<file path="src/rtl/cht_pkg.sv">
package cht_pkg;

    localparam int VALUE_W   = 31;
    localparam int IDX_W     = 3;

    typedef enum logic {
        KIND_INSERT = 1'b0,
        KIND_DELETE = 1'b1
    } kind_t;

    typedef enum logic [1:0] {
        STATUS_INSERTED  = 2'd0,
        STATUS_DELETED   = 2'd1,
        STATUS_NOT_FOUND = 2'd2,
        STATUS_FULL      = 2'd3
    } status_t;

    typedef struct packed {
        logic full;
        logic empty;
    } q_stat_t;

endpackage

</file>
<file path="src/rtl/cht_if.sv">
interface cht_req_if;
    import cht_pkg::*;

    logic                 valid;
    logic                 ready;
    kind_t                kind;
    logic [VALUE_W-1:0]   item_value;

    modport source (output valid, output kind, output item_value, input ready);
    modport sink   (input valid, input kind, input item_value, output ready);
endinterface

interface cht_rsp_if;
    import cht_pkg::*;

    logic               valid;
    logic               ready;
    status_t            status;
    logic [IDX_W-1:0]   bucket_index;

    modport source (output valid, output status, output bucket_index, input ready);
    modport sink   (input valid, input status, input bucket_index, output ready);
endinterface

</file>
<file path="src/rtl/cht_ram.sv">
module cht_ram #(
    parameter int WIDTH = 8,
    parameter int DEPTH = 8
) (
    input  logic                     clk,
    input  logic                     wr_en,
    input  logic [$clog2(DEPTH)-1:0] wr_addr,
    input  logic [WIDTH-1:0]         wr_data,
    input  logic                     rd_en,
    input  logic [$clog2(DEPTH)-1:0] rd_addr,
    output logic [WIDTH-1:0]         rd_data
);
    logic [WIDTH-1:0] mem_reg [DEPTH];
    logic [WIDTH-1:0] rd_data_reg;

    always_ff @(posedge clk)
    begin
        if (wr_en)
        begin
            mem_reg[wr_addr] <= wr_data;
        end
        if (rd_en)
        begin
            rd_data_reg <= mem_reg[rd_addr];
        end
    end

    assign rd_data = rd_data_reg;
endmodule

</file>
<file path="src/rtl/cht_front.sv">
module cht_front #(
    parameter int NUM_BUCKETS = 8
) (
    input  logic                                             clk,
    input  logic                                             rst_n,
    cht_req_if.sink                                          req,
    input  logic                                             clearing,
    input  cht_pkg::q_stat_t                                 q_stat,
    output logic                                             push,
    output logic [cht_pkg::VALUE_W+$clog2(NUM_BUCKETS):0]    push_data
);
    import cht_pkg::*;

    localparam int BW      = $clog2(NUM_BUCKETS);
    localparam int SHIFT   = VALUE_W + BW;
    localparam int RECIP_W = VALUE_W + 2;
    localparam int PROD_W  = VALUE_W + RECIP_W;
    localparam logic [63:0] RECIP_64 =
        ((64'd1 << SHIFT) + 64'(NUM_BUCKETS) - 64'd1) / 64'(NUM_BUCKETS);
    localparam logic [RECIP_W-1:0] RECIP  = RECIP_W'(RECIP_64);
    localparam logic [BW-1:0]      NB_LOW = BW'(NUM_BUCKETS);

    typedef enum logic [1:0] {
        F_IDLE,
        F_MUL,
        F_PUSH
    } fstate_t;

    fstate_t            state_reg;
    kind_t              kind_reg;
    logic [VALUE_W-1:0] val_reg;
    logic [BW-1:0]      quo_reg;

    logic               accept;
    logic [PROD_W-1:0]  product;
    logic [BW-1:0]      rem;

    // The quotient comes from a multiplication by the rounded-up reciprocal
    // of the bucket count; only its low bits are needed for the remainder.
    always_comb
    begin
        req.ready = (state_reg == F_IDLE) && !clearing;
        accept    = req.valid && req.ready;
        product   = PROD_W'(val_reg) * PROD_W'(RECIP);
        rem       = val_reg[BW-1:0] - BW'(quo_reg * NB_LOW);
        push      = (state_reg == F_PUSH) && !q_stat.full;
        push_data = {kind_reg, val_reg, rem};
    end

    always_ff @(posedge clk or negedge rst_n)
    begin
        if (!rst_n)
        begin
            state_reg <= F_IDLE;
        end
        else
        begin
            case (state_reg)
                F_IDLE:
                begin
                    if (accept)
                    begin
                        state_reg <= F_MUL;
                    end
                end
                F_MUL:
                begin
                    state_reg <= F_PUSH;
                end
                F_PUSH:
                begin
                    if (!q_stat.full)
                    begin
                        state_reg <= F_IDLE;
                    end
                end
                default:
                begin
                    state_reg <= F_IDLE;
                end
            endcase
        end
    end

    always_ff @(posedge clk)
    begin
        if (accept)
        begin
            kind_reg <= req.kind;
            val_reg  <= req.item_value;
        end
        if (state_reg == F_MUL)
        begin
            quo_reg <= product[SHIFT +: BW];
        end
    end

`ifndef SYNTHESIS
    a_push_room: assert property (@(posedge clk) disable iff (!rst_n)
        push |-> !q_stat.full)
        else $error("Front pushed an item into a full queue.");
`endif
endmodule

</file>
<file path="src/rtl/cht_queue.sv">
module cht_queue #(
    parameter int WIDTH = 8
) (
    input  logic              clk,
    input  logic              rst_n,
    input  logic              push,
    input  logic [WIDTH-1:0]  push_data,
    input  logic              pop,
    output logic [WIDTH-1:0]  pop_data,
    output cht_pkg::q_stat_t  q_stat
);
    import cht_pkg::*;

    logic [WIDTH-1:0] mem_reg [2];
    logic             wr_ptr_reg;
    logic             rd_ptr_reg;
    logic [1:0]       cnt_reg;

    always_comb
    begin
        q_stat.full  = (cnt_reg == 2'd2);
        q_stat.empty = (cnt_reg == 2'd0);
        pop_data     = mem_reg[rd_ptr_reg];
    end

    always_ff @(posedge clk or negedge rst_n)
    begin
        if (!rst_n)
        begin
            wr_ptr_reg <= 1'b0;
            rd_ptr_reg <= 1'b0;
            cnt_reg    <= 2'd0;
        end
        else
        begin
            if (push)
            begin
                wr_ptr_reg <= !wr_ptr_reg;
            end
            if (pop)
            begin
                rd_ptr_reg <= !rd_ptr_reg;
            end
            if (push && !pop)
            begin
                cnt_reg <= cnt_reg + 2'd1;
            end
            else if (pop && !push)
            begin
                cnt_reg <= cnt_reg - 2'd1;
            end
        end
    end

    always_ff @(posedge clk)
    begin
        if (push)
        begin
            mem_reg[wr_ptr_reg] <= push_data;
        end
    end
endmodule

</file>
<file path="src/rtl/cht_back.sv">
module cht_back #(
    parameter int NUM_BUCKETS  = 8,
    parameter int BUCKET_DEPTH = 8
) (
    input  logic                                             clk,
    input  logic                                             rst_n,
    input  logic [cht_pkg::VALUE_W+$clog2(NUM_BUCKETS):0]    pop_data,
    input  cht_pkg::q_stat_t                                 q_stat,
    output logic                                             pop,
    output logic                                             clearing,
    cht_rsp_if.source                                        rsp
);
    import cht_pkg::*;

    localparam int BW    = $clog2(NUM_BUCKETS);
    localparam int QW    = 1 + VALUE_W + BW;
    localparam int FW    = $clog2(BUCKET_DEPTH + 1);
    localparam int ENT_W = BUCKET_DEPTH * VALUE_W;
    localparam int ROW_W = FW + ENT_W;

    typedef enum logic [1:0] {
        B_CLEAR,
        B_IDLE,
        B_EXEC
    } bstate_t;

    bstate_t            state_reg;
    logic [BW-1:0]      clr_reg;
    logic               out_valid_reg;
    status_t            status_reg;
    logic [IDX_W-1:0]   idx_reg;
    kind_t              cur_kind_reg;
    logic [VALUE_W-1:0] cur_val_reg;
    logic [BW-1:0]      cur_b_reg;

    logic               out_ok;
    logic               wr_en;
    logic [BW-1:0]      wr_addr;
    logic [ROW_W-1:0]   wr_data;
    logic [ROW_W-1:0]   rd_data;
    logic [FW-1:0]      fill;
    logic [FW-1:0]      new_fill;
    logic [VALUE_W-1:0] slots     [BUCKET_DEPTH];
    logic [VALUE_W-1:0] new_slots [BUCKET_DEPTH];
    logic [ENT_W-1:0]   new_ent;
    logic [BUCKET_DEPTH-1:0] shift_sel;
    logic               seen;
    logic               is_full;
    status_t            new_status;

    cht_ram #(
        .WIDTH (ROW_W),
        .DEPTH (NUM_BUCKETS)
    ) u_ram (
        .clk     (clk),
        .wr_en   (wr_en),
        .wr_addr (wr_addr),
        .wr_data (wr_data),
        .rd_en   (pop),
        .rd_addr (pop_data[BW-1:0]),
        .rd_data (rd_data)
    );

    always_comb
    begin
        out_ok   = !out_valid_reg || rsp.ready;
        pop      = (state_reg == B_IDLE) && !q_stat.empty;
        clearing = (state_reg == B_CLEAR);
        fill     = rd_data[ENT_W +: FW];
        is_full  = (fill >= FW'(BUCKET_DEPTH));
        seen     = 1'b0;
        for (int j = 0; j < BUCKET_DEPTH; j++)
        begin
            slots[j]     = rd_data[j*VALUE_W +: VALUE_W];
            seen         = seen || ((FW'(j) < fill) && (slots[j] == cur_val_reg));
            shift_sel[j] = seen;
            new_slots[j] = slots[j];
        end

        if (cur_kind_reg == KIND_INSERT)
        begin
            if (is_full)
            begin
                new_fill   = fill;
                new_status = STATUS_FULL;
            end
            else
            begin
                for (int j = 0; j < BUCKET_DEPTH; j++)
                begin
                    if (FW'(j) == fill)
                    begin
                        new_slots[j] = cur_val_reg;
                    end
                end
                new_fill   = fill + FW'(1);
                new_status = STATUS_INSERTED;
            end
        end
        else
        begin
            // Entries after the first match move down one slot.
            for (int j = 0; j < BUCKET_DEPTH - 1; j++)
            begin
                if (shift_sel[j])
                begin
                    new_slots[j] = slots[j+1];
                end
            end
            if (seen)
            begin
                new_fill   = fill - FW'(1);
                new_status = STATUS_DELETED;
            end
            else
            begin
                new_fill   = fill;
                new_status = STATUS_NOT_FOUND;
            end
        end

        for (int j = 0; j < BUCKET_DEPTH; j++)
        begin
            new_ent[j*VALUE_W +: VALUE_W] = new_slots[j];
        end

        wr_en   = 1'b0;
        wr_addr = cur_b_reg;
        wr_data = {new_fill, new_ent};
        if (state_reg == B_CLEAR)
        begin
            wr_en   = 1'b1;
            wr_addr = clr_reg;
            wr_data = '0;
        end
        else if ((state_reg == B_EXEC) && out_ok)
        begin
            wr_en = 1'b1;
        end

        rsp.valid        = out_valid_reg;
        rsp.status       = status_reg;
        rsp.bucket_index = idx_reg;
    end

    always_ff @(posedge clk or negedge rst_n)
    begin
        if (!rst_n)
        begin
            state_reg     <= B_CLEAR;
            clr_reg       <= '0;
            out_valid_reg <= 1'b0;
            status_reg    <= STATUS_INSERTED;
            idx_reg       <= '0;
        end
        else
        begin
            if ((state_reg == B_EXEC) && out_ok)
            begin
                out_valid_reg <= 1'b1;
            end
            else if (rsp.ready)
            begin
                out_valid_reg <= 1'b0;
            end
            case (state_reg)
                B_CLEAR:
                begin
                    clr_reg <= clr_reg + BW'(1);
                    if (clr_reg == BW'(NUM_BUCKETS - 1))
                    begin
                        state_reg <= B_IDLE;
                    end
                end
                B_IDLE:
                begin
                    if (pop)
                    begin
                        state_reg <= B_EXEC;
                    end
                end
                B_EXEC:
                begin
                    if (out_ok)
                    begin
                        state_reg     <= B_IDLE;
                        status_reg    <= new_status;
                        idx_reg       <= IDX_W'(cur_b_reg);
                    end
                end
                default:
                begin
                    state_reg <= B_IDLE;
                end
            endcase
        end
    end

    always_ff @(posedge clk)
    begin
        if (pop)
        begin
            cur_kind_reg <= kind_t'(pop_data[QW-1]);
            cur_val_reg  <= pop_data[BW +: VALUE_W];
            cur_b_reg    <= pop_data[BW-1:0];
        end
    end

`ifndef SYNTHESIS
    a_pop_nonempty: assert property (@(posedge clk) disable iff (!rst_n)
        pop |-> !q_stat.empty)
        else $error("Back took an item from an empty queue.");

    a_fill_bound: assert property (@(posedge clk) disable iff (!rst_n)
        (state_reg == B_EXEC) |-> (fill <= FW'(BUCKET_DEPTH)))
        else $error("Bucket fill count is above the bucket depth.");

    a_no_result_in_clear: assert property (@(posedge clk) disable iff (!rst_n)
        (state_reg == B_CLEAR) |-> !out_valid_reg)
        else $error("A result was shown during the clearing pass.");

    a_delete_nonempty: assert property (@(posedge clk) disable iff (!rst_n)
        ((state_reg == B_EXEC) && out_ok && (new_status == STATUS_DELETED))
        |-> (fill != '0))
        else $error("A delete succeeded on an empty bucket.");

    a_no_rw_same_cycle: assert property (@(posedge clk) disable iff (!rst_n)
        !(wr_en && pop))
        else $error("Bucket memory was read and written in the same cycle.");
`endif
endmodule

</file>
<file path="src/rtl/chained_hash_table_insert_delete.sv">
// Hash table of NUM_BUCKETS buckets, each a list of up to BUCKET_DEPTH values
// kept in insertion order.
// The req channel takes one item per request: kind selects insert or delete,
// item_value is the value. The rsp channel returns one item per request with
// the status and the low three bits of the bucket number (value mod
// NUM_BUCKETS). Both channels use valid and ready.
// The front part computes the bucket number by multiplying the value with a
// reciprocal of NUM_BUCKETS in the cycle after acceptance and offers the item
// to the queue in the cycle after that, waiting while the queue is full; it
// takes no new item until the last one is in the queue, and this sets the
// throughput. A two-entry queue feeds the back part, which reads the bucket
// row when it takes an item, then compares all slots at once and writes the
// row back, registering the result in the output register.
// After reset the block clears the fill counts of all buckets, one bucket a
// cycle, and does not accept items until it is done.
// When the receiver stalls, the result waits in the output register, the
// back part stops, the queue fills and the front part then drops ready.
module chained_hash_table_insert_delete #(
    parameter int NUM_BUCKETS  = 8,
    parameter int BUCKET_DEPTH = 8
) (
    input  logic       clk,
    input  logic       rst_n,
    cht_req_if.sink    req,
    cht_rsp_if.source  rsp
);
    import cht_pkg::*;

    localparam int QW = 1 + VALUE_W + $clog2(NUM_BUCKETS);

    logic          q_push;
    logic [QW-1:0] q_push_data;
    logic          q_pop;
    logic [QW-1:0] q_pop_data;
    q_stat_t       q_stat;
    logic          clearing;

    cht_front #(
        .NUM_BUCKETS (NUM_BUCKETS)
    ) u_front (
        .clk       (clk),
        .rst_n     (rst_n),
        .req       (req),
        .clearing  (clearing),
        .q_stat    (q_stat),
        .push      (q_push),
        .push_data (q_push_data)
    );

    cht_queue #(
        .WIDTH (QW)
    ) u_queue (
        .clk       (clk),
        .rst_n     (rst_n),
        .push      (q_push),
        .push_data (q_push_data),
        .pop       (q_pop),
        .pop_data  (q_pop_data),
        .q_stat    (q_stat)
    );

    cht_back #(
        .NUM_BUCKETS  (NUM_BUCKETS),
        .BUCKET_DEPTH (BUCKET_DEPTH)
    ) u_back (
        .clk      (clk),
        .rst_n    (rst_n),
        .pop_data (q_pop_data),
        .q_stat   (q_stat),
        .pop      (q_pop),
        .clearing (clearing),
        .rsp      (rsp)
    );
endmodule
</file>
<file path="src/flat_wrapper.sv">
// flat-port wrapper written by rule: the top's interface ports become plain ports
module chained_hash_table_insert_delete_flat import cht_pkg::*;
#(
    parameter int NUM_BUCKETS  = 8,
    parameter int BUCKET_DEPTH = 8
)
  (clk, rst_n, req_valid, req_kind, req_item_value, req_ready, rsp_valid, rsp_status, rsp_bucket_index, rsp_ready);
  cht_req_if req_i ();
  cht_rsp_if rsp_i ();
  input  logic clk;
  input  logic rst_n;
  input wire logic [$bits(req_i.valid)-1:0] req_valid;
  input wire logic [$bits(req_i.kind)-1:0] req_kind;
  input wire logic [$bits(req_i.item_value)-1:0] req_item_value;
  output wire logic [$bits(req_i.ready)-1:0] req_ready;
  output wire logic [$bits(rsp_i.valid)-1:0] rsp_valid;
  output wire logic [$bits(rsp_i.status)-1:0] rsp_status;
  output wire logic [$bits(rsp_i.bucket_index)-1:0] rsp_bucket_index;
  input wire logic [$bits(rsp_i.ready)-1:0] rsp_ready;
  assign req_i.valid = req_valid;
  assign req_i.kind = req_kind;
  assign req_i.item_value = req_item_value;
  assign req_ready = req_i.ready;
  assign rsp_valid = rsp_i.valid;
  assign rsp_status = rsp_i.status;
  assign rsp_bucket_index = rsp_i.bucket_index;
  assign rsp_i.ready = rsp_ready;
  chained_hash_table_insert_delete #(.NUM_BUCKETS(NUM_BUCKETS), .BUCKET_DEPTH(BUCKET_DEPTH)) u_core (.clk(clk), .rst_n(rst_n), .req(req_i), .rsp(rsp_i));
endmodule
</file>
<file path="config.mk">
export PLATFORM = sky130hd
export DESIGN_NAME = chained_hash_table_insert_delete_flat
export DESIGN_NICKNAME = d
export VERILOG_FILES = /design/src/rtl/cht_pkg.sv /design/src/rtl/cht_if.sv /design/src/rtl/cht_ram.sv /design/src/rtl/cht_front.sv /design/src/rtl/cht_queue.sv /design/src/rtl/cht_back.sv /design/src/rtl/chained_hash_table_insert_delete.sv /design/src/flat_wrapper.sv
export SDC_FILE = /design/constraint.sdc
export NUM_CORES = 2
export LEC_CHECK = 0
export ABC_AREA = 1
export BUFFER_PORTS_ARGS = -buffer_cell sky130_fd_sc_hd__buf_2
export CORE_MARGIN = 3
export CORE_UTILIZATION = 40
export CTS_CLUSTER_DIAMETER = 50
export DETAILED_ROUTE_END_ITERATION = 16
export PLACE_DENSITY = 0.64
export SYNTH_ARGS = -nofsm -noshare
export SYNTH_HDL_FRONTEND = slang
export SYNTH_SLANG_ARGS = --single-unit
export TNS_END_PERCENT = 50
</file>
<file path="constraint.sdc">
create_clock -name clk -period 19.76 [get_ports clk]
set_input_delay 3.952 -clock clk [delete_from_list [all_inputs] [get_ports clk]]
set_output_delay 3.952 -clock clk [all_outputs]
set_load 0.02 [all_outputs]
</file>
======== Yosys cells after proc, flatten, opt, wreduce, memory -nomap -nowiden ========
Memory sizes are Yosys's and may differ from the RTL's. A register that Yosys moved wholly into a read port is not among the register bits.
Index checks and enable logic that the tools add are counted.
storage, ports and cells
  register bits after elaboration ......... 84
  RAM bits ................................ 2086
  input port bits ......................... 36
  output and inout port bits .............. 7
  logic and storage cells ................. 139
  memories kept ........................... 2
operators by class
  add/sub/neg operators ................... 5
  order comparisons ....................... 9
  equality and inequality tests ........... 26
  multiplexer cells ....................... 43
  reductions and logical operators ........ 40
memories
  memory                       depth  width  read ports  clocked after Yosys merged registers in  wr ports  line             RTL
  u_core.u_back.u_ram.mem_reg  8      252    1           1                                        1         cht_ram.sv:13    logic [WIDTH-1:0] mem_reg [DEPTH];
  u_core.u_queue.mem_reg       2      35     1           0                                        1         cht_queue.sv:14  logic [WIDTH-1:0] mem_reg [2];
operators by type and width
  cell                                                       count
  two-way mux 31 bit                                         16
  two-way mux 252 bit                                        1
  == test 31 bit                                             8
  two-way mux 248 bit                                        1
  two-way mux 217 bit                                        1
  two-way mux 2 bit                                          10
  == test 3 x 4 -> 1 bit, first input constant               4
  less-than comparator 3 x 4 -> 1 bit, first input constant  4
  logical AND 1 bit                                          15
  two-way mux 4 bit                                          3
  one-hot mux 2 bit (3 select lines)                         2
  == test 2 x 4 -> 1 bit, first input constant               2
  zero test 1 bit                                            8
  logical OR 1 bit                                           8
  less-than comparator 1 x 4 -> 1 bit, first input constant  2
  less-than comparator 2 x 4 -> 1 bit, first input constant  2
  two-way mux 1 bit                                          8
  inequality test 2 bit, second input constant               4
  == test 2 bit, second input constant                       3
  zero test 2 bit                                            3
  adder 4 x 1 -> 4 bit, second input constant                1
  == test 1 x 4 -> 1 bit, first input constant               1
  == test 2 x 1 -> 1 bit, second input constant              2
  >= comparator 4 bit, second input constant                 1
  11 further kinds                                           13

======== Depth between registers and ports, before layout ========
  depth in word-level cells ............... 12
  gate-level depth with buffers ........... 20
  mapped depth without buffers ............ 18

======== By module ========
From an unflattened synthesis, not the netlist that was laid out.
unflattened totals
  cell total of the unflattened synthesis .. 11942
  area total of the unflattened synthesis .. 113060.9 um^2
modules (own cells, without submodules)
  module     times used  cells an instance  area an instance (um^2)  sequential area each (um^2)
  cht_ram    1           8977               94943.6                  68105.3
  cht_back   1           2781               14143.6                  1326.3
  cht_queue  1           134                2882.8                   2202.1
  cht_front  1           50                 1091.0                   1011.0

======== Worst setup path before layout ========
Ideal clock, no wire load.
  path kind ............................... reg-to-reg
  start ................................... reg u_core.u_back.state_reg[1]
  end ..................................... reg u_core.u_queue.cnt_reg[1]
  setup time .............................. 131 ps
  data arrival time ....................... 16284 ps
  required time ........................... 19629 ps
  slack ................................... 3345 ps
  stages on the path, launching flop included .. 9
  buffers on the path ..................... 0
  clock period less this slack ............ 16415 ps
  path through ............................ dfrtp_1 nor2_1 inv_1 a21oi_1 inv_1 ha_1 a21oi_1 o21ai_0 xor2_1
on the way
  longest elaborated chain between the ends .. 5
  elaborated cells on any way between the ends .. 7
  those cells by class .................... eq/ne (1); mux (1); reduce/logical (5)
ends and longest elaborated chain
  what                                                     line                                    RTL
  from (decl)                                              cht_back.sv:27                          bstate_t state_reg;
  from (signal assigned)                                   cht_back.sv:150                         state_reg <= B_CLEAR;
  from (signal assigned)                                   cht_back.sv:172                         state_reg <= B_IDLE;
  from (signal assigned)                                   cht_back.sv:179                         state_reg <= B_EXEC;
  == test 2 x 1 -> 1 bit (*)                               cht_back.sv:67                          pop = (state_reg == B_IDLE) && !q_stat.empty;
  logical AND 1 bit (*)                                    cht_back.sv:67
  via u_core.q_pop                                         chained_hash_table_insert_delete.sv:33  logic q_pop;
  zero test 1 bit                                          cht_queue.sv:44                         if (push && !pop)
  logical AND 1 bit                                        cht_queue.sv:44
  two-way mux 2 bit or nonzero test 2 bit (tied branches)  --
  to (signal assigned)                                     cht_queue.sv:46                         cnt_reg <= cnt_reg + 2'd1;
  to (signal assigned)                                     cht_queue.sv:50                         cnt_reg <= cnt_reg - 2'd1;
  to (decl)                                                cht_queue.sv:17                         logic [1:0] cnt_reg;
Mark *: on every way through the listed nets, which the timed path passes. The rest lies on a longest branch.
A chain may end at the register's enable or synchronous reset.

======== Worst setup path in the final report ========
  start ................................... in rsp_ready
  end ..................................... mem u_core.u_back.u_ram.mem_reg[0][107] (netlist bit) (enable)
on the way
  longest elaborated chain between the ends .. 6
ends and longest elaborated chain
  what                                     line                RTL
  from (decl)                              flat_wrapper.sv:19  input wire logic [$bits(rsp_i.ready)-1:0] rsp_ready;
  logical OR 1 bit                         cht_back.sv:66      out_ok = !out_valid_reg || rsp.ready;
  logical AND 1 bit                        cht_back.sv:136     else if ((state_reg == B_EXEC) && out_ok)
  two-way mux 1 bit                        cht_back.sv:136
  two-way mux 1 bit                        cht_back.sv:130     if (state_reg == B_CLEAR)
  two-way mux 1 bit                        cht_ram.sv:18       if (wr_en)
  two-way mux 1 bit (not written as such)  cht_ram.sv:20       mem_reg[wr_addr] <= wr_data;
  to (decl)                                cht_ram.sv:13
Every way passes these cells.

==> results by stage <==
Outcome:
- The flow ran to the end, but the final reports show violations.
- The final reports fail on slew limit.

Layout:
- Cells with a size suffix above 1 make up 6.83% of the layout.
- At the end of the flow the core is filled with cells to between 40 and 50%.
- After filler insertion, the fill cell instance count of the layout stands at around 23,000.
- The post-layout instance area is between 100,000 and 150,000 um^2.
- The growth of design area from synthesis to finish is 11.1%.
- The number of nets in the layout is just under 9,000.
- The number of flip-flops under the largest register name is 2,016.

Drt:
- The number of search-and-repair iterations in the first detailed-routing pass is 7.
- The count of unresolved DRC violations after routing is 0.
- The detailed router placed slightly above 70,000 vias in this run.
- The routed design has slightly above 300,000 um of wire.
- Once detail routing completed, the nets flagged for antenna violations numbered 0.
- For this block, the initial DRC count from the detailed router was roughly 9,500.
- The routed length per placed instance is between 20 and 25 um.
- The via-per-instance ratio is around 5.8.

Synthesis:
- After synthesis, the cell types taking the most area are sky130_fd_sc_hd__edfxtp_1, sky130_fd_sc_hd__nor2_1, sky130_fd_sc_hd__o21ai_0, sky130_fd_sc_hd__nand2_1, sky130_fd_sc_hd__clkbuf_1.
- The number of different library cells used by synthesis comes to 44.
- The cell type with the highest aggregate area in the netlist is sky130_fd_sc_hd__edfxtp_1.
- The number of synthesized register bits is 2,413.
- The most used flip-flop cell after synthesis is sky130_fd_sc_hd__edfxtp_1.
- The portion of synthesized cell area occupied by the leading cell type is a little over two thirds.
- The net count after synthesis is between 8,000 and 9,000.
- The mean cell area of the mapped netlist is between 10 and 15 um^2.
- In this run the cell area of the synthesized design comes to just over 100,000 um^2.
- By instance count, the leading cell after synthesis is sky130_fd_sc_hd__edfxtp_1.
- Yosys printed 0 warnings.
- The count of flip-flops with a built-in enable after synthesis is roughly 2,400.
- The cell count after synthesis is a little under 9,000.
- By count the netlist is led by sky130_fd_sc_hd__edfxtp_1, sky130_fd_sc_hd__nor2_1, sky130_fd_sc_hd__o21ai_0.
- The fraction of registers with async set/reset is less than 1%.
- Summing the sequential cell areas from Yosys gives a little over two thirds of the chip area.

STA:
- Subtracting the final worst setup slack from the clock period gives 7.21 ns.
- The relative slew slack is -6.43%.
- Setup repair after global routing left no endpoint under its margin.
- The number of hold violations in the final report is 0.
- For the final routed database, the setup TNS stands at 0 ns.
- The final critical path takes up about 36% of the cycle.
- The max-slew violation total from the final report is a little over 50.
- For the pin with the worst max-slew slack, the measured transition is 1.60 ns.
- Based on the critical path, the design can be clocked at up to ~140 MHz.
- The final clock skew is 0.0792 ns.
- Setup violations remaining at the end of the flow were counted as 0.

Global route:
- The highest-utilization routing layer at the global route stage is met2.
- Global routing consumed, on the met1 layer, about 30% of the routing resources.
- Global routing used ~34% of the available met2 tracks.
- In the global route stage, overall resource usage came out at 22.5%.
- The initial antenna violation count is 7.
- The met3 track demand over resource is 5.44%.
- The global-route wire length before repair is ~440,000 um.
- The number of global-route vias before repair is 67,000.
- The global route total overflow is 0.
- The pin count of the biggest net entering global routing is roughly 190.

Floorplanning:
- The floorplan has 184 rows.
- The full die area is around 260,000 um^2.
- The number of ports placed on the die boundary is 43.
- The floorplan die width is between 500 and 600 um.
- The y dimension of the die is ~510 um.
- The region available for standard cell placement spans around 250,000 um^2.
- The starting density of the core is roughly 40%.

Worst setup path:
- The minimum setup slack among reg-to-reg paths is 13.69 ns.
- STA classifies the critical path endpoint as a flip-flop.
- The critical path is of the in2reg type.
- The signal arrival time at the worst endpoint is ~7.7 ns.
- The maximum fanout encountered on the critical timing path is 57.
- STA classifies the critical path startpoint as an input port.
- At the worst endpoint, the required time is between 20 and 25 ns.

Clock network:
- TritonCTS built the clock tree.
- The clock tree synthesis step divided the H-tree into 5 levels.
- The insertion delay of the later-clocked pin in the worst-skew pair is ~0.95 ns.
- The count of cells resized by post-cts repair is 0.
- The total of hold buffers inserted after clock tree synthesis is 0.
- Counting every sink on the clock net gives roughly 2,400.
- The number of buffers created by CTS is between 200 and 300.
- The clock-pin transition on the worst setup and hold timing paths is roughly 0.06 ns.
- The tree is rooted in a sky130_fd_sc_hd__clkbuf_16.
- The maximum count of clock buffers along a single path is 4.
- The buffer count from post-CTS setup fixing is 0.

Power and ir drop:
- The worst ir drop on vdd is roughly 0.17 mV.
- Power spread over the standard cell area amounts to just under 200 nW/um^2.
- The static leakage power is roughly 39 nW.

Min path:
- The class of the tightest hold or removal check is reg2reg.

Placement:
- Once detailed placement completed, the half-perimeter wirelength came to 164,000 um.
- Routability-driven placement finished with a final weighted congestion of approximately 0.86.
- The number of I/O port buffers is 42.
- Once placement finished, the instance area stood at 105,000 um^2.

Job:
- Max-cap violations in this run came to 0.
## cell type report
type | instances | area (um^2) | area share [%]
Sequential cell | 2413 | 72400 | 63.7
Multi-Input combinational cell | 5447 | 25600 | 22.6
Clock buffer | 333 | 7210 | 6.34
Tap cell | 3348 | 4190 | 3.69
Inverter | 459 | 1760 | 1.55
Timing Repair Buffer | 155 | 1230 | 1.09
Clock inverter | 134 | 1180 | 1.04
Antenna cell | 2 | 5.00 | 0.00441
## cell families after synthesis
logic type                 share of synthesized area [%]
buffers and inverters                               4.23
and+or+nand+nor                                     11.7
xor gates and xnor gates                           0.763
DFF                                                 70.8
AOI/OAI and AO/OA                                   12.4
adders and majority gates                         0.0980
## critical path: stages
cell and delay, ns:
sky130_fd_sc_hd__buf_2 0.10, sky130_fd_sc_hd__nor2_1 0.05, sky130_fd_sc_hd__nor2_1 0.16, sky130_fd_sc_hd__clkinv_1 0.28
sky130_fd_sc_hd__nand2_1 0.17, sky130_fd_sc_hd__nand2_1 0.26, sky130_fd_sc_hd__nor2_4 0.16, sky130_fd_sc_hd__buf_4 0.62
sky130_fd_sc_hd__buf_4 0.87, sky130_fd_sc_hd__buf_4 0.92
## final timing paths
check                                           start                                  end  cells after the start
setup reg to reg            u_core.u_queue.rd_ptr_reg     u_core.u_back.u_ram.rd_data[182]                     13
max in group asynchronous                       rst_n            u_core.u_queue.rd_ptr_reg                      1
setup / recovery                            rsp_ready  u_core.u_back.u_ram.mem_reg[0][107]                     10
hold reg to reg            u_core.u_front.val_reg[23]        u_core.u_queue.mem_reg[0][26]                      0
min in group asynchronous                       rst_n    u_core.u_back.rsp.bucket_index[0]                      1
hold / removal             u_core.u_front.val_reg[23]        u_core.u_queue.mem_reg[0][26]                      0
## layout by cell type, fill, tap and decap left out, drive strengths merged, types with 2 or more instances in the layout
cell         n
o211ai     114
a211oi       5
a31oi      253
nand4       27
xnor2       48
nand3      263
o21ai     1372
clkinvlp     6
nor4         3
bufinv      15
o21bai      17
dfrtp       17
diode        2
o22ai      262
edfxtp    2396
and2         2
nor2      1935
buf        155
clkinv      98
clkbuf     333
nand2      770
a21oi      297
or2         10
o2111ai      4
ha           8
inv        474
nor3        13
xor2        41
## per-stage QoR
stage	power (mW)	hold slack [ns]	cells	setup WS, ns
2_1_floorplan	14.9	0.421	8940	3.35
3_3_place_gp	17.2	0.426	11800	11.66
3_5_place_dp	17.5	0.434	11800	11.68
4_1_cts	22.3	0.403	12300	12.63
5_1_grt	23.5	0.426	12300	12.37
6_report	22.4	0.411	12300	12.55
## report_power, final
group	switching, mW	internal, mW
Sequential	0.861	8.74
Combinational	6.17	1.82
Clock	2.01	2.80
## layer usage
metal	up-vias	share of wire, %
li1	31400	-
met1	34800	39
met2	4117	45
met3	727	11
met4	4	4.8
met5	-	0.0099
(Power assumes the default switching activity.)
